==> src/rtl/plt_pkg.sv <==
// shared types and codes for the positional list table
// no dependencies
package plt_pkg;

    // slot and count fields in cell control, sized for the largest table
    localparam int SLOT_W = 11;

    typedef enum logic [1:0] {
        MODE_SEARCH = 2'd0,
        MODE_INSERT = 2'd1,
        MODE_DELETE = 2'd2,
        MODE_CLEAR  = 2'd3
    } plt_mode_t;

    typedef enum logic [1:0] {
        STAT_OK      = 2'd0,
        STAT_FULL    = 2'd1,
        STAT_BEYOND  = 2'd2,
        STAT_MISSING = 2'd3
    } plt_status_t;

    typedef enum logic [1:0] {
        OP_HOLD    = 2'd0,
        OP_COMPARE = 2'd1,
        OP_INSERT  = 2'd2,
        OP_DELETE  = 2'd3
    } plt_op_t;

    typedef enum logic [1:0] {
        ST_IDLE = 2'd0,
        ST_CMP  = 2'd1,
        ST_EXEC = 2'd2
    } plt_state_t;

    typedef struct packed {
        plt_op_t            op;
        logic [31:0]        key;
        logic [SLOT_W-1:0]  anchor;
        logic [SLOT_W-1:0]  count;
    } plt_ctrl_t;

endpackage

==> src/rtl/plt_pick.sv <==
// lowest-position pick over the cell match flags
// depends on plt_pkg
module plt_pick
    import plt_pkg::*;
#(
    parameter int CAPACITY = 64
) (
    input  logic [CAPACITY-1:0]         match_vec,
    output logic                        found,
    output logic [$clog2(CAPACITY)-1:0] pick_idx
);

    localparam int IW = $clog2(CAPACITY);

    logic [CAPACITY-1:0] lowest;

    assign lowest = match_vec & (~match_vec + CAPACITY'(1));
    assign found  = |match_vec;

    always_comb begin
        pick_idx = '0;
        for (int i = 0; i < CAPACITY; i++) begin
            pick_idx = pick_idx | ({IW{lowest[i]}} & IW'(i));
        end
    end

endmodule

==> config.mk <==
export PLATFORM = sky130hd
export DESIGN_NAME = plt_pick
export DESIGN_NICKNAME = d
export VERILOG_FILES = /design/src/rtl/plt_pkg.sv /design/src/rtl/plt_pick.sv
export SDC_FILE = /design/constraint.sdc
export NUM_CORES = 1
export LEC_CHECK = 0
export BUFFER_PORTS_ARGS = -buffer_cell sky130_fd_sc_hd__buf_2
export CORE_MARGIN = 4
export CORE_UTILIZATION = 41
export DETAILED_ROUTE_END_ITERATION = 10
export GPL_ROUTABILITY_DRIVEN = 0
export PLACE_DENSITY = 0.74
export SYNTH_ARGS = -nofsm -noshare
export SYNTH_HDL_FRONTEND = slang
export SYNTH_SLANG_ARGS = --single-unit
==> constraint.sdc <==
create_clock -name vclk -period 2.8
set_clock_uncertainty 0.1 [all_clocks]
set_input_delay 0.28 -clock vclk [all_inputs]
set_output_delay 0.28 -clock vclk [all_outputs]
set_load 0.02 [all_outputs]
==> impl_metrics.toml <==
[final_layout]
seqCellArea_um2 = 0
nFlopsAndLatches = 0
finalInstanceArea_um2 = 1980
final_common_cell = "buf_2"
clockBufferCount = 0
instances_no_fill = 341
synthToLayoutAreaGrowth_pct = 47.2
final_cell_mix = "buf_2 (71), nor2_1 (27), buf_4 (20)"
diodes = 0
nets = 363
drive_above_1_share_pct = 37.7

[drt]
drtAntennaViolNets = 0
wl_per_cell_um = 14.8
first_iter_violations = 202
drc = 0
dr.pass1.iters = 4
via_per_inst = 6.40
drt-total-wl_um = 5030
vias = 2181

[grt]
grt_util_met2_pct = 36.2
grt_overflow = 0
met1_usage_pct = 30.8
antenna_found_initial = 0
globalRouteMet3Util_pct = 1.88
grt_util_all_layers_pct = 22.2
grt_pass1_wl_um = 8020
busiest_layer = "met2"
grt_pass1_vias = 1935
grt_start_max_net_pins = 17

[yosys]
yosysWarnings = 0
synth_nets = 274
syn-mean-instance-area_um2 = 6.40
post_synth_num_cell_types = 54
synth_area_um2 = 1350
syn_inst = 210
ys_seq_area_share_pct = 0

[sta]
period_share_pct = 98.3
fmax_mhz = 363
hold_viol_final = 0
drv_slew = 0
worst_slack_ns = 0.0470
relSlewSlack_pct = 55.2
setup_violations = 0
fin_setup_tns_ns = 0
post-route-min-period_ns = 2.75
tightest_slew_ns = 0.666

[placed_design]
placed_cell_area_um2 = 1890
place_ws_ns = -0.0567
io_buffers = 71
numPlacedInstances = 341
dp.final_hpwl_um = 4210

[worst_setup_path]
crit_buf_inv = 4
cpPeakStageDelay_ns = 0.40
cp-start-kind = "input pin"
cp_slowest_cell = "a211oi_1"
worst-path-max-fanout = 10
crit_required_ns = 2.42
crit_family = "simple AND/OR/NAND/NOR gates"
crit_chain = "buf_2, nor4_4, buf_4, nand4_1, buf_4, or3_1, a211oi_1, a2111oi_0, nand3_1, buf_2"
criticalPathCategory = "in2out"
arrival_ns = 2.37
endpoint_kind = "output port"

[hold_path]
min_path_type = "in2out"

[cts]
cts.hold.buffers_added = 0

[die]
start_util_pct = 43.3
ios = 71
fp.dieW_um = 65.3
rows = 20
core_area_um2 = 3100
die-area_um2 = 4260
die_h_um = 65.3

[status]
outcome = "finished, final reports clean"

[job]
max-cap-violations = 0

[pwr]
ir_drop_uv = 45.1
p_per_area_nw_per_um2 = 91.3
p_leak_nw = 0.770
power.total_mw = 0.181
[power by group]
group,switching (mW),internal [mW],total [mW]
clock,0,0,0
combinational,0.102,0.0789,0.181
sequential,0,0,0
[per-layer routing]
layer  part of all wire [%]  up-vias
li1                       -     1051
met1                     42      975
met2                     44      133
met3                     10       22
met4                    3.0        0
met5                      0        -
[cell usage after synthesis, types with 2 or more instances]
master	n	area [um^2]
nand3b_1	3	22.5
nor3_1	17	85.1
nor2b_1	3	18.8
a211oi_1	3	22.5
nand3_1	8	40.0
o31ai_1	2	15.0
a311oi_1	4	35.0
a31oi_1	7	43.8
or3_1	8	50.1
nand2b_1	6	37.5
nand4_1	10	62.6
o32ai_1	3	26.3
nor4_2	2	25.0
or2_2	2	12.5
nor4_1	16	100
a22oi_1	3	22.5
or4_1	4	30.0
o21a_1	2	15.0
a21oi_1	10	50.1
clkbuf_1	3	11.3
o21bai_1	3	22.5
nor2_1	27	101
a2111oi_0	2	17.5
nor4_4	4	85.1
nand2_1	9	33.8
o311ai_0	2	17.5
a41oi_1	4	35.0
nor3b_1	5	37.5
inv_1	9	33.8
and2_1	2	12.5
o21ai_0	4	20.0
[logic make-up (layout without fill, tap and decap cells)]
| kind of cell | count (synthesis) | after routing | synth area share, % |
|---|---|---|---|
| and+or+nand+nor | 136 | 136 | 62.6 |
| AOI/OAI and AO/OA | 60 | 60 | 32.8 |
| buffers and inverters | 14 | 101 | 4.56 |
[path summary, 6_finish.rpt]
check | from | endpoint | slack [ns] | depth (start not counted)
min | match_vec[63] | found | 0.77 | 4
max | match_vec[15] | pick_idx[1] | 0.05 | 10
[what timing repair did]
item | CTS | global route
pin swaps | 0 | 1
gates resized for setup | 5 | 13
endpoints found under the setup margin | 3 | 7
setup buffers | 0 | 0
[layout make-up]
class	instances	area, um^2
tap	44	55.1
timing repair buffer	92	520
inverter	9	33.8
multi-input combinational	196	1370
fill	326	1120
[through the flow]
stage	hold WS, ns	utilization [%]
floorplan	0.633	-
global placement	0.769	60.8
detailed placement	0.777	60.8
CTS	0.779	61.5
global route	0.798	63.8
finish	0.774	63.8
(Power assumes the default switching activity.)
