### src/rtl/plt_pkg.sv
// shared types and codes for the positional list table
// no dependencies
package plt_pkg;

    // slot and count fields in cell control, sized for the largest table
    localparam int SLOT_W = 11;

    typedef enum logic [1:0] {
        MODE_SEARCH = 2'd0,
        MODE_INSERT = 2'd1,
        MODE_DELETE = 2'd2,
        MODE_CLEAR  = 2'd3
    } plt_mode_t;

    typedef enum logic [1:0] {
        STAT_OK      = 2'd0,
        STAT_FULL    = 2'd1,
        STAT_BEYOND  = 2'd2,
        STAT_MISSING = 2'd3
    } plt_status_t;

    typedef enum logic [1:0] {
        OP_HOLD    = 2'd0,
        OP_COMPARE = 2'd1,
        OP_INSERT  = 2'd2,
        OP_DELETE  = 2'd3
    } plt_op_t;

    typedef enum logic [1:0] {
        ST_IDLE = 2'd0,
        ST_CMP  = 2'd1,
        ST_EXEC = 2'd2
    } plt_state_t;

    typedef struct packed {
        plt_op_t            op;
        logic [31:0]        key;
        logic [SLOT_W-1:0]  anchor;
        logic [SLOT_W-1:0]  count;
    } plt_ctrl_t;

endpackage

### src/rtl/plt_cell.sv
// one slot of the list: holds a key, compares it and shifts with its neighbours
// depends on plt_pkg
module plt_cell
    import plt_pkg::*;
#(
    parameter int IDX = 0
) (
    input  logic        aclk,
    input  plt_ctrl_t   ctrl,
    input  logic [31:0] left_data,
    input  logic [31:0] right_data,
    output logic [31:0] entry,
    output logic        match
);

    localparam logic [SLOT_W-1:0] SLOT      = SLOT_W'(IDX);
    localparam logic [SLOT_W-1:0] SLOT_NEXT = SLOT_W'(IDX + 1);

    logic [31:0] entry_reg, entry_next;
    logic        match_reg, match_next;

    always_comb begin
        entry_next = entry_reg;
        match_next = match_reg;
        case (ctrl.op)
            OP_COMPARE: begin
                match_next = (entry_reg == ctrl.key) && (SLOT < ctrl.count);
            end
            OP_INSERT: begin
                if (SLOT == ctrl.anchor) begin
                    entry_next = ctrl.key;
                end else if (SLOT > ctrl.anchor && SLOT <= ctrl.count) begin
                    entry_next = left_data;
                end
            end
            OP_DELETE: begin
                if (SLOT >= ctrl.anchor && SLOT_NEXT < ctrl.count) begin
                    entry_next = right_data;
                end
            end
            default: begin
                entry_next = entry_reg;
            end
        endcase
    end

    always_ff @(posedge aclk) begin
        entry_reg <= entry_next;
        match_reg <= match_next;
    end

    assign entry = entry_reg;
    assign match = match_reg;

endmodule

### config.mk
export PLATFORM = sky130hd
export DESIGN_NAME = plt_cell
export DESIGN_NICKNAME = d
export VERILOG_FILES = /design/src/rtl/plt_pkg.sv /design/src/rtl/plt_cell.sv
export SDC_FILE = /design/constraint.sdc
export NUM_CORES = 1
export LEC_CHECK = 0
export BUFFER_PORTS_ARGS = -buffer_cell sky130_fd_sc_hd__buf_2
export CAP_MARGIN = 15
export CORE_ASPECT_RATIO = 1.4
export CORE_MARGIN = 2
export CORE_UTILIZATION = 37
export DETAILED_ROUTE_END_ITERATION = 10
export PLACE_DENSITY = 0.81
export REMOVE_ABC_BUFFERS = 1
export SLEW_MARGIN = 20
export SYNTH_ARGS = -nofsm -noshare
export SYNTH_HDL_FRONTEND = slang
export SYNTH_SLANG_ARGS = --single-unit
### constraint.sdc
create_clock -name aclk -period 3 [get_ports aclk]
set_input_delay 0.9 -clock aclk [delete_from_list [all_inputs] [get_ports aclk]]
set_output_delay 0.9 -clock aclk [all_outputs]
set_load 0.02 [all_outputs]
==> metrics.txt, run 1 <==
# TYPE chip_impl_metric gauge
chip_impl_info{name="status",value="completed"} 1
chip_impl_metric{name="flow.area_growth_from_synthesis",unit="%"} 42.8
chip_impl_metric{name="cts_inserted_buffers",unit=""} 5
chip_impl_metric{name="drv_slew",unit=""} 0
chip_impl_info{name="yosys-top-cells-count",value="66 x sky130_fd_sc_hd__nand2_1, 34 x sky130_fd_sc_hd__nor2_1, 33 x sky130_fd_sc_hd__edfxtp_1, 32 x sky130_fd_sc_hd__a31oi_1, 32 x sky130_fd_sc_hd__xor2_1"} 1
chip_impl_metric{name="synth_seq_cells",unit=""} 33
chip_impl_metric{name="dieHeight",unit="µm"} 93.2
chip_impl_metric{name="post_layout_nonfiller_instances",unit=""} 453
chip_impl_metric{name="fin_skew",unit="ns"} 0.00369
chip_impl_info{name="worst_setup_path_end_kind",value="flop"} 1
chip_impl_info{name="grt_setup_unrepaired",value="false"} 1
chip_impl_metric{name="num-fill-cells",unit=""} 517
chip_impl_metric{name="post-cts-setup-buffers",unit=""} 0
chip_impl_metric{name="synthArstFlopShare",unit="%"} 0
chip_impl_metric{name="max-cap-violations",unit=""} 0
chip_impl_metric{name="grtUsageTotal",unit="%"} 19.0
chip_impl_metric{name="half_perimeter_wire_length_of_the_detailed_placement_result",unit="mm"} 4.78
chip_impl_info{name="ctsRootBufferMaster",value="sky130_fd_sc_hd__clkbuf_8"} 1
chip_impl_metric{name="timing_worst_slew_pin_value",unit="ns"} 0.658
chip_impl_metric{name="wl_per_cell",unit="µm"} 13.0
chip_impl_metric{name="totalWireLength",unit="mm"} 5.89
chip_impl_info{name="path_cells",value="buf_2, nor4_2, and3_1, nand2_1, a41oi_4, buf_4"} 1
chip_impl_metric{name="routed-via-count",unit=""} 2280
chip_impl_metric{name="antenna_violating_nets_post_route",unit=""} 0
chip_impl_metric{name="post_drt_via_cell_ratio",unit=""} 5.03
chip_impl_metric{name="cp_data_arrival_time",unit="ns"} 2.09
chip_impl_info{name="critical_path_class",value="in -> reg"} 1
chip_impl_info{name="critPathLaunchType",value="primary input"} 1
chip_impl_metric{name="drt_iter0_drc",unit=""} 85
chip_impl_metric{name="antenna_found_initial",unit=""} 0
chip_impl_metric{name="cts_clk_pin_slew_worst_paths",unit="ns"} 0.06
chip_impl_metric{name="cts-root-to-sink-buffers",unit=""} 2
chip_impl_metric{name="ys_seq_area_share",unit="%"} 47.2
chip_impl_metric{name="port-buffer-count",unit=""} 153
chip_impl_metric{name="layout_setup_ws",unit="ns"} 0.873
chip_impl_metric{name="synth_top_area_share",unit="%"} 47.2
chip_impl_metric{name="drtPass1Iterations",unit=""} 6
chip_impl_metric{name="critical_path.max_stage_delay",unit="ns"} 0.29
chip_impl_metric{name="max-slew-margin-rel",unit="%"} 55.7
chip_impl_metric{name="num_antenna_cells",unit=""} 0
chip_impl_metric{name="grt_first_pass_wirelength",unit="mm"} 9.08
chip_impl_info{name="slowest_stage",value="sky130_fd_sc_hd__nor4_2"} 1
chip_impl_metric{name="finalInstanceArea",unit="µm²"} 3000
chip_impl_metric{name="fmaxAchievable",unit="MHz"} 470
chip_impl_metric{name="timing.final.setup_violations",unit=""} 0
chip_impl_metric{name="synth.cell_area",unit="µm²"} 2100
chip_impl_info{name="post-synth-top-count-cell",value="sky130_fd_sc_hd__nand2_1"} 1
chip_impl_metric{name="fp.dieArea",unit="µm²"} 6310
chip_impl_metric{name="grt_start_max_net_pins",unit=""} 34
chip_impl_metric{name="footprint_of_the_multi_input_gates",unit="µm²"} 1020
chip_impl_metric{name="first_global_vias",unit=""} 2042
chip_impl_metric{name="finalHoldViolations",unit=""} 0
chip_impl_metric{name="finalPower",unit="µW"} 982
chip_impl_metric{name="final.period_utilization",unit="%"} 70.9
chip_impl_metric{name="floorplan.initialDensity",unit="%"} 38.3
chip_impl_metric{name="place_congestion",unit=""} 0.809
chip_impl_info{name="timing.hold.worst.class",value="reg -> reg"} 1
chip_impl_metric{name="leakagePower",unit="µW"} 0.00141
chip_impl_metric{name="finalNetCount",unit=""} 505
chip_impl_metric{name="final-seq-area",unit="µm²"} 991
chip_impl_metric{name="design.core.area",unit="µm²"} 5490
chip_impl_metric{name="synth_warnings",unit=""} 0
chip_impl_info{name="post-synth-top-area-cell",value="sky130_fd_sc_hd__edfxtp_1"} 1
chip_impl_metric{name="placedInstanceArea",unit="µm²"} 2920
chip_impl_metric{name="timing.critical_path.required",unit="ns"} 2.96
chip_impl_info{name="tritoncts",value="yes"} 1
chip_impl_metric{name="cts-hold-fix-buffers",unit=""} 0
chip_impl_metric{name="drc_errors",unit=""} 0
chip_impl_metric{name="largest_reg_flops",unit=""} 32
chip_impl_metric{name="rows",unit=""} 32
chip_impl_metric{name="regToRegSetupSlack",unit="ns"} 1.45
chip_impl_info{name="yosys_most_used_dff",value="sky130_fd_sc_hd__edfxtp_1"} 1
chip_impl_metric{name="post_synth_inst_count",unit=""} 231
chip_impl_metric{name="io_pins",unit=""} 154
chip_impl_metric{name="cts_max_level",unit=""} 2
chip_impl_metric{name="clock-sinks",unit=""} 33
chip_impl_metric{name="post_cts.resized_instances",unit=""} 0
chip_impl_metric{name="die_w",unit="µm"} 67.7
chip_impl_metric{name="yosys.cell_types.count",unit=""} 16
chip_impl_metric{name="grt_overflow_total",unit=""} 0
chip_impl_metric{name="post-place-ws",unit="ns"} 0.569
chip_impl_metric{name="layout_min_cycle_time",unit="ns"} 2.13
chip_impl_metric{name="ratio_of_cells_with_drive_above_1_in_the_final_layout",unit="%"} 43.9
chip_impl_metric{name="critical_path_peak_fanout",unit=""} 16
chip_impl_metric{name="fin_hold_ws",unit="ns"} 0.873
chip_impl_metric{name="cellPowerDensity",unit="nW/µm²"} 327
chip_impl_metric{name="vdd.ir_drop.worst",unit="µV"} 178
chip_impl_metric{name="syn_avg_cell_area",unit="µm²"} 9.09
chip_impl_metric{name="place_inst",unit=""} 445
chip_impl_metric{name="worst_skew_pair_latency",unit="ns"} 0.27
chip_impl_info{name="synthTopCellsByArea",value="sky130_fd_sc_hd__edfxtp_1 47%, sky130_fd_sc_hd__xor2_1 13%, sky130_fd_sc_hd__nand2_1 12%"} 1
chip_impl_metric{name="synth_enable_flop_cells",unit=""} 33
path summary, 6_finish.rpt:
kind,from,to,depth (start not counted)
setup reg to reg,entry[23]$_DFFE_PP_,match$_DFFE_PN_,4
hold / removal,entry[11]$_DFFE_PP_,match$_DFFE_PN_,4
setup / recovery,ctrl[14],entry[21]$_DFFE_PP_,6
hold reg to reg,entry[11]$_DFFE_PP_,match$_DFFE_PN_,4
stage by stage:
stage                     TNS, ns  util, %
after detailed placement        0     53.2
final                           0     54.7
after global placement          0     53.2
after floorplan            -14.15        -
after global routing            0     54.7
after CTS                       0     54.7
metal layers:
layer	up-vias	global-route usage (%)	wire length, µm
li1	1121	-	-
met1	1038	21.3	2250
met5	-	0	0
met2	111	34.9	3100
met3	10	4.09	465
met4	0	5.27	72
cells by family after synthesis:
logic type / synth area share, %
and+or+nand+nor: 24.2
xor gates and xnor gates: 13.3
AOI/OAI and AO/OA: 10.3
buffers and inverters: 5.00
DFF: 47.2
power by group:
part           internal [µW]  switching [µW]  leakage (µW)  total, µW
sequential               512           0.361      0.000303        512
combinational           90.2            77.7       0.00106        168
clock                    156             146     0.0000430        302
total                    758             224       0.00141        982
area by class of cell:
| type | count | area share (%) |
|---|---|---|
| multi-input combinational | 185 | 34.0 |
| sequential | 33 | 33.0 |
| timing repair buffer | 159 | 27.5 |
| tap | 68 | 2.84 |
| clock buffer | 5 | 2.29 |
| clock inverter | 3 | 0.417 |
critical path: cells and delay by family:
| family | cells | cell delay, ns |
|---|---|---|
| simple gates | 3 | 0.64 |
| buf+inv | 2 | 0.37 |
| compound gates | 1 | 0.18 |
placed cells by master (no fill, tap or decap), drive strengths merged:
cell type / Yosys / final
nor2: 34 / 34
a31oi: 32 / 32
nand3: 2 / 2
clkinv: 0 / 3
edfxtp: 33 / 33
and3: 1 / 1
xor2: 32 / 32
a41oi: 1 / 1
nand4: 2 / 2
nor4: 12 / 12
buf: 4 / 159
nor2b: 1 / 1
clkbuf: 9 / 5
nor3: 2 / 2
nand2: 66 / 66
Power figures use the tool's default switching activity.
==> inputs of run 2 (changes only) <==
--- a/config.mk
+++ b/config.mk
@@ -11,7 +11,7 @@
 export CORE_MARGIN = 2
 export CORE_UTILIZATION = 37
 export DETAILED_ROUTE_END_ITERATION = 10
-export PLACE_DENSITY = 0.81
+export PLACE_DENSITY = 0.78
 export REMOVE_ABC_BUFFERS = 1
 export SLEW_MARGIN = 20
 export SYNTH_ARGS = -nofsm -noshare
==> constraint.sdc (replaced) <==
create_clock -name aclk -period 2 [get_ports aclk]
set_input_delay 0.6 -clock aclk [delete_from_list [all_inputs] [get_ports aclk]]
set_output_delay 0.6 -clock aclk [all_outputs]
set_load 0.02 [all_outputs]
==> run 2 against run 1 <==
  * Wire length grew 1.6%
  * Critical endpoint is now entry[9]$_DFFE_PP_
  * Worst hold slack lost 0.21 ns
  * Sequential share of layout area shrank 0.31 points
  * Count of clock-buffer cells in the layout grew 3
  * Clock power grew 54%
  * Final area grew 0.96%
  * Combinational power grew 51%
  * First-iteration DRC count shrank 41%
  * Global-route usage grew 0.53 points
  * Register-to-register slack lost 0.93 ns
==> metrics.txt, run 2 (same netlist as run 1, synthesis figures left out) <==
# TYPE chip_impl_metric gauge
chip_impl_info{name="status",value="completed"} 1
chip_impl_metric{name="cts_clk_pin_slew_worst_paths",unit="ns"} 0.06
chip_impl_metric{name="fin_hold_ws",unit="ns"} 0.665
chip_impl_metric{name="fmaxAchievable",unit="MHz"} 557
chip_impl_metric{name="antenna_violating_nets_post_route",unit=""} 0
chip_impl_info{name="timing.hold.worst.class",value="in -> reg"} 1
chip_impl_metric{name="design.core.area",unit="µm²"} 5490
chip_impl_metric{name="totalWireLength",unit="mm"} 5.99
chip_impl_metric{name="post_cts.resized_instances",unit=""} 0
chip_impl_metric{name="cts-root-to-sink-buffers",unit=""} 2
chip_impl_metric{name="timing.final.setup_violations",unit=""} 0
chip_impl_metric{name="num_antenna_cells",unit=""} 0
chip_impl_metric{name="fin_util",unit="%"} 55.2
chip_impl_metric{name="finalNetCount",unit=""} 509
chip_impl_info{name="layout_commonest_cell",value="sky130_fd_sc_hd__buf_2"} 1
chip_impl_info{name="tritoncts",value="yes"} 1
chip_impl_info{name="critPathLaunchType",value="primary input"} 1
chip_impl_metric{name="first_global_vias",unit=""} 2089
chip_impl_metric{name="cts_inserted_buffers",unit=""} 5
chip_impl_metric{name="num-fill-cells",unit=""} 520
chip_impl_metric{name="wl_per_cell",unit="µm"} 13.1
chip_impl_metric{name="max-cap-violations",unit=""} 0
chip_impl_metric{name="grtUsageTotal",unit="%"} 19.5
chip_impl_info{name="critical_path_class",value="in -> reg"} 1
chip_impl_metric{name="critical_path_peak_fanout",unit=""} 12
chip_impl_metric{name="dieHeight",unit="µm"} 93.2
chip_impl_metric{name="switching_power",unit="µW"} 335
chip_impl_metric{name="timing.critical_path.required",unit="ns"} 1.98
chip_impl_info{name="grt_setup_unrepaired",value="false"} 1
chip_impl_info{name="worst_setup_path_end_kind",value="flop"} 1
chip_impl_metric{name="final.period_utilization",unit="%"} 89.7
chip_impl_metric{name="clock-sinks",unit=""} 33
chip_impl_metric{name="comb_power_share",unit="%"} 17.1
chip_impl_metric{name="drc_errors",unit=""} 0
chip_impl_info{name="layout.cells.most_common_list",value="153 x sky130_fd_sc_hd__buf_2, 65 x sky130_fd_sc_hd__nand2_1, 34 x sky130_fd_sc_hd__nor2_1"} 1
chip_impl_metric{name="rows",unit=""} 32
chip_impl_metric{name="worst_skew_pair_latency",unit="ns"} 0.28
chip_impl_metric{name="post-cts-setup-buffers",unit=""} 0
chip_impl_metric{name="antenna_found_initial",unit=""} 0
chip_impl_metric{name="port-buffer-count",unit=""} 153
chip_impl_metric{name="leakagePower",unit="µW"} 0.00142
chip_impl_metric{name="max-slew-margin-rel",unit="%"} 74.4
chip_impl_metric{name="drt_iter0_drc",unit=""} 50
chip_impl_metric{name="cp_data_arrival_time",unit="ns"} 1.77
chip_impl_metric{name="power.sequential.fraction",unit="%"} 51.6
chip_impl_metric{name="clk_network_pwr_share",unit="%"} 31.3
chip_impl_metric{name="internal_power",unit="µW"} 1150
chip_impl_metric{name="place_congestion",unit=""} 0.847
chip_impl_metric{name="grt_start_max_net_pins",unit=""} 51
chip_impl_metric{name="largest_reg_flops",unit=""} 32
chip_impl_metric{name="fin_skew",unit="ns"} 0.00402
chip_impl_metric{name="floorplan.initialDensity",unit="%"} 38.3
chip_impl_metric{name="fp.dieArea",unit="µm²"} 6310
chip_impl_metric{name="ratio_of_cells_with_drive_above_1_in_the_final_layout",unit="%"} 44.2
chip_impl_metric{name="vdd.ir_drop.worst",unit="µV"} 280
chip_impl_metric{name="grt_overflow_total",unit=""} 0
chip_impl_metric{name="io_pins",unit=""} 154
chip_impl_metric{name="cts_max_level",unit=""} 2
chip_impl_metric{name="finalPower",unit="µW"} 1490
chip_impl_metric{name="timing_worst_slew_pin_value",unit="ns"} 0.380
chip_impl_metric{name="grt_first_pass_wirelength",unit="mm"} 9.24
chip_impl_metric{name="cts-hold-fix-buffers",unit=""} 0
chip_impl_metric{name="cellPowerDensity",unit="nW/µm²"} 491
chip_impl_metric{name="routed-via-count",unit=""} 2230
chip_impl_info{name="ctsRootBufferMaster",value="sky130_fd_sc_hd__clkbuf_8"} 1
chip_impl_metric{name="layout_min_cycle_time",unit="ns"} 1.79
chip_impl_metric{name="post_drt_via_cell_ratio",unit=""} 4.88
chip_impl_metric{name="finalHoldViolations",unit=""} 0
chip_impl_metric{name="flow.area_growth_from_synthesis",unit="%"} 44.1
chip_impl_metric{name="drv_slew",unit=""} 0
chip_impl_metric{name="drtPass1Iterations",unit=""} 4
chip_impl_metric{name="power_switching_share",unit="%"} 22.5
chip_impl_metric{name="die_w",unit="µm"} 67.7
chip_impl_metric{name="half_perimeter_wire_length_of_the_detailed_placement_result",unit="mm"} 4.86
==> run 2: final timing paths <==
kind                            slack, ns           startpoint                  to  cells past startpoint
worst min register to register       0.89  entry[19]$_DFFE_PP_     match$_DFFE_PN_                      4
worst max-delay path                 0.21             ctrl[16]  entry[9]$_DFFE_PP_                      6
worst max register to register       0.52  entry[26]$_DFFE_PP_     match$_DFFE_PN_                      4
worst min-delay path                 0.66        right_data[2]  entry[2]$_DFFE_PP_                      3
==> run 2: power by group through the flow <==
stage                     clock network (µW)  registers [µW]  logic (µW)
final                                    466             768         254
after global routing                     511             768         285
after CTS                                480             768         257
after detailed placement                   0             783         257
after global placement                     0             783         252
after floorplan                            0             785        92.7
==> run 2: per-layer routing <==
metal / GRT usage [%] / vias up / wire length, µm
met5: 0 / - / 0
met4: 8.33 / 0 / 151
met3: 3.85 / 14 / 401
met2: 34.5 / 94 / 3190
met1: 22.1 / 995 / 2240
li1: - / 1127 / -
==> run 2: worst max-delay path: stages <==
cell                      delay, ns
sky130_fd_sc_hd__buf_2         0.10
sky130_fd_sc_hd__nor4_2        0.28
sky130_fd_sc_hd__and3_1        0.24
sky130_fd_sc_hd__nand2_1       0.10
sky130_fd_sc_hd__a41oi_4       0.20
sky130_fd_sc_hd__buf_4         0.24
==> run 2: cell type report <==
class / instances / area, µm² / area share, %
Sequential cell: 33 / 991 / 32.7
Tap cell: 68 / 85.1 / 2.81
Multi-Input combinational cell: 185 / 1020 / 33.6
Clock buffer: 8 / 80.1 / 2.64
Timing Repair Buffer: 163 / 853 / 28.2
==> run 2: through the flow <==
| step | setup slack, ns | area [µm²] | std cells | setup TNS, ns |
|---|---|---|---|---|
| floorplan | -1.14 | 2000 | 218 | -39.36 |
| global placement | -0.0557 | 2950 | 449 | -1.60 |
| detailed placement | -0.109 | 2950 | 449 | -4.52 |
| CTS | 0.180 | 3030 | 457 | 0 |
| global route | 0.0688 | 3030 | 457 | 0 |
| finish | 0.206 | 3030 | 457 | 0 |
==> inputs of run 3 (changes only) <==
--- a/config.mk
+++ b/config.mk
@@ -9,9 +9,9 @@
 export CAP_MARGIN = 15
 export CORE_ASPECT_RATIO = 1.4
 export CORE_MARGIN = 2
-export CORE_UTILIZATION = 37
+export CORE_UTILIZATION = 41
 export DETAILED_ROUTE_END_ITERATION = 10
-export PLACE_DENSITY = 0.78
+export PLACE_DENSITY = 0.85
 export REMOVE_ABC_BUFFERS = 1
 export SLEW_MARGIN = 20
 export SYNTH_ARGS = -nofsm -noshare
==> run 3 against run 2 <==
  * Non-clock buffer count decreased by 1
  * Final area increased by 0.87%
  * Count of clock-buffer cells in the layout decreased by 2
  * Power increased by 8.1%
  * Die area decreased by 9.3%
  * Largest power group unchanged
  * Combinational power about the same
  * Highest routed layer unchanged
  * Sequential power about the same
  * Sequential share of layout area decreased by 0.28 points
  * Largest cell class unchanged
  * Clock power increased by 26%
==> metrics.txt, run 3 (same netlist as run 1, synthesis figures left out) <==
# TYPE chip_impl_metric gauge
chip_impl_metric{name="clock-sinks",unit=""} 33
chip_impl_metric{name="cts-hold-fix-buffers",unit=""} 0
chip_impl_metric{name="flow.area_growth_from_synthesis",unit="%"} 45.4
chip_impl_metric{name="io_pins",unit=""} 154
chip_impl_metric{name="fp.dieArea",unit="µm²"} 5720
chip_impl_info{name="path_cells",value="buf_2, nor4_2, and3_1, buf_4, nand2_1, a31oi_1"} 1
chip_impl_metric{name="timing.final.setup_violations",unit=""} 0
chip_impl_metric{name="leakagePower",unit="µW"} 0.00144
chip_impl_metric{name="worstPathBufferInverterCount",unit=""} 2
chip_impl_metric{name="vdd.ir_drop.worst",unit="µV"} 363
chip_impl_metric{name="fin_skew",unit="ns"} 0.00630
chip_impl_metric{name="design.core.area",unit="µm²"} 4880
chip_impl_metric{name="cts_max_level",unit=""} 2
chip_impl_metric{name="cp_data_arrival_time",unit="ns"} 1.91
chip_impl_metric{name="largest_reg_flops",unit=""} 32
chip_impl_info{name="endpoint_of_the_worst_register_to_register_path",value="match$_DFFE_PN_"} 1
chip_impl_info{name="regToRegStartpoint",value="entry[26]$_DFFE_PP_"} 1
chip_impl_metric{name="reg2reg_depth",unit=""} 4
chip_impl_metric{name="grt_first_pass_wirelength",unit="mm"} 9.27
chip_impl_metric{name="post_drt_via_cell_ratio",unit=""} 5.03
chip_impl_info{name="cell_family_with_most_cp_delay",value="simple AND/OR/NAND/NOR gates"} 1
chip_impl_info{name="critical_path_class",value="in -> reg"} 1
chip_impl_metric{name="post-cts-setup-buffers",unit=""} 0
chip_impl_metric{name="wl_per_cell",unit="µm"} 13.6
chip_impl_info{name="critPathLaunchType",value="primary input"} 1
chip_impl_metric{name="finalInstanceArea",unit="µm²"} 3050
chip_impl_metric{name="fin_util",unit="%"} 62.6
chip_impl_metric{name="drtPass1Iterations",unit=""} 4
chip_impl_metric{name="drc_errors",unit=""} 0
chip_impl_metric{name="critical_path_peak_fanout",unit=""} 32
chip_impl_metric{name="cts_clk_pin_slew_worst_paths",unit="ns"} 0.06
chip_impl_metric{name="cellPowerDensity",unit="nW/µm²"} 527
chip_impl_metric{name="die_w",unit="µm"} 64.5
chip_impl_info{name="status",value="completed"} 1
chip_impl_info{name="worst_hold_endpoint",value="entry[8]$_DFFE_PP_"} 1
chip_impl_info{name="slowest_stage",value="sky130_fd_sc_hd__buf_4"} 1
chip_impl_metric{name="worst_skew_pair_latency",unit="ns"} 0.27
chip_impl_metric{name="floorplan.initialDensity",unit="%"} 43.1
chip_impl_metric{name="placedInstanceArea",unit="µm²"} 2950
chip_impl_info{name="worst_setup_path_end_kind",value="flop"} 1
chip_impl_info{name="layout.cells.most_common_list",value="153 x sky130_fd_sc_hd__buf_2, 65 x sky130_fd_sc_hd__nand2_1, 34 x sky130_fd_sc_hd__nor2_1"} 1
chip_impl_metric{name="antenna_found_initial",unit=""} 0
chip_impl_metric{name="half_perimeter_wire_length_of_the_detailed_placement_result",unit="mm"} 5.01
chip_impl_metric{name="drv_slew",unit=""} 0
chip_impl_metric{name="fin_hold_ws",unit="ns"} 0.668
chip_impl_metric{name="fmaxAchievable",unit="MHz"} 552
chip_impl_metric{name="regToRegSetupSlack",unit="ns"} 0.49
chip_impl_metric{name="critical_path.max_stage_delay",unit="ns"} 0.34
chip_impl_metric{name="max-slew-margin-rel",unit="%"} 73.2
chip_impl_metric{name="timing.critical_path.required",unit="ns"} 2.10
chip_impl_metric{name="grtUsageTotal",unit="%"} 21.4
chip_impl_metric{name="routed-via-count",unit=""} 2274
chip_impl_metric{name="num_antenna_cells",unit=""} 0
chip_impl_metric{name="finalHoldViolations",unit=""} 0
chip_impl_info{name="tritoncts",value="yes"} 1
chip_impl_metric{name="worstHoldPathCells",unit=""} 3
chip_impl_info{name="layout_commonest_cell",value="sky130_fd_sc_hd__buf_2"} 1
chip_impl_metric{name="rows",unit=""} 30
chip_impl_info{name="holdCritStartpoint",value="right_data[8]"} 1
chip_impl_metric{name="post_cts.resized_instances",unit=""} 0
chip_impl_metric{name="cts_inserted_buffers",unit=""} 5
chip_impl_metric{name="antenna_violating_nets_post_route",unit=""} 0
chip_impl_metric{name="finalNetCount",unit=""} 508
chip_impl_metric{name="finalPower",unit="µW"} 1610
chip_impl_metric{name="totalWireLength",unit="mm"} 6.13
chip_impl_metric{name="final.period_utilization",unit="%"} 90.7
chip_impl_metric{name="layout_min_cycle_time",unit="ns"} 1.81
chip_impl_metric{name="port-buffer-count",unit=""} 153
chip_impl_metric{name="grt_start_max_net_pins",unit=""} 45
chip_impl_metric{name="ratio_of_cells_with_drive_above_1_in_the_final_layout",unit="%"} 44.3
chip_impl_metric{name="first_global_vias",unit=""} 2111
chip_impl_info{name="timing.hold.worst.class",value="in -> reg"} 1
chip_impl_metric{name="max-cap-violations",unit=""} 0
chip_impl_metric{name="cts-root-to-sink-buffers",unit=""} 2
chip_impl_metric{name="dieHeight",unit="µm"} 88.7
chip_impl_metric{name="grt_overflow_total",unit=""} 0
chip_impl_info{name="grt_setup_unrepaired",value="false"} 1
chip_impl_metric{name="place_congestion",unit=""} 0.846
chip_impl_metric{name="final-seq-area",unit="µm²"} 991
chip_impl_metric{name="drt_iter0_drc",unit=""} 73
chip_impl_metric{name="timing_worst_slew_pin_value",unit="ns"} 0.398
chip_impl_info{name="ctsRootBufferMaster",value="sky130_fd_sc_hd__clkbuf_8"} 1
chip_impl_metric{name="footprint_of_the_multi_input_gates",unit="µm²"} 1020
chip_impl_metric{name="num-fill-cells",unit=""} 447
==> run 3: tightest hold or removal path, stage by stage <==
cell and delay (ns):
sky130_fd_sc_hd__buf_2 0.08, sky130_fd_sc_hd__nor2_1 0.03, sky130_fd_sc_hd__a31oi_1 0.12
==> run 3: worst max path at each step <==
stage / cells after the start / slack, ns / startpoint / endpoint
2_1_floorplan: 4 / -1.14 / ctrl[16] / entry[0]$_DFFE_PP_
3_3_place_gp: 6 / -0.06 / ctrl[16] / entry[12]$_DFFE_PP_
3_5_place_dp: 6 / -0.14 / ctrl[14] / entry[4]$_DFFE_PP_
4_1_cts: 6 / 0.15 / ctrl[14] / entry[4]$_DFFE_PP_
5_1_grt: 6 / 0.05 / ctrl[16] / entry[4]$_DFFE_PP_
6_report: 6 / 0.19 / ctrl[16] / entry[4]$_DFFE_PP_
==> run 3: final cells by class <==
type | count | area share (%)
Multi-Input combinational cell | 185 | 33.3
Sequential cell | 33 | 32.4
Timing Repair Buffer | 162 | 28.1
Tap cell | 64 | 2.62
Clock buffer | 6 | 2.38
Clock inverter | 2 | 1.11
==> run 3: report_power, final <==
part / switching, µW / internal (µW) / leakage (µW)
clock network: 218 / 367 / 0.0000528
registers: 0.332 / 768 / 0.000303
logic: 117 / 138 / 0.00108
total: 336 / 1270 / 0.00144
==> run 3: per-stage QoR <==
step / setup WS (ns) / std cells / TNS (ns)
after detailed placement: -0.137 / 444 / -4.06
after floorplan: -1.14 / 218 / -39.36
after global placement: -0.0625 / 444 / -1.89
after global routing: 0.0451 / 452 / 0
final: 0.187 / 452 / 0
after CTS: 0.153 / 452 / 0
==> run 3: per-layer routing <==
metal / vias up / track usage (%) / share of wire, %
met5: - / 0 / 0
met2: 80 / 40.9 / 55
met4: 0 / 8.90 / 1.8
li1: 1130 / - / -
met1: 1053 / 22.6 / 37
met3: 11 / 4.45 / 5.6
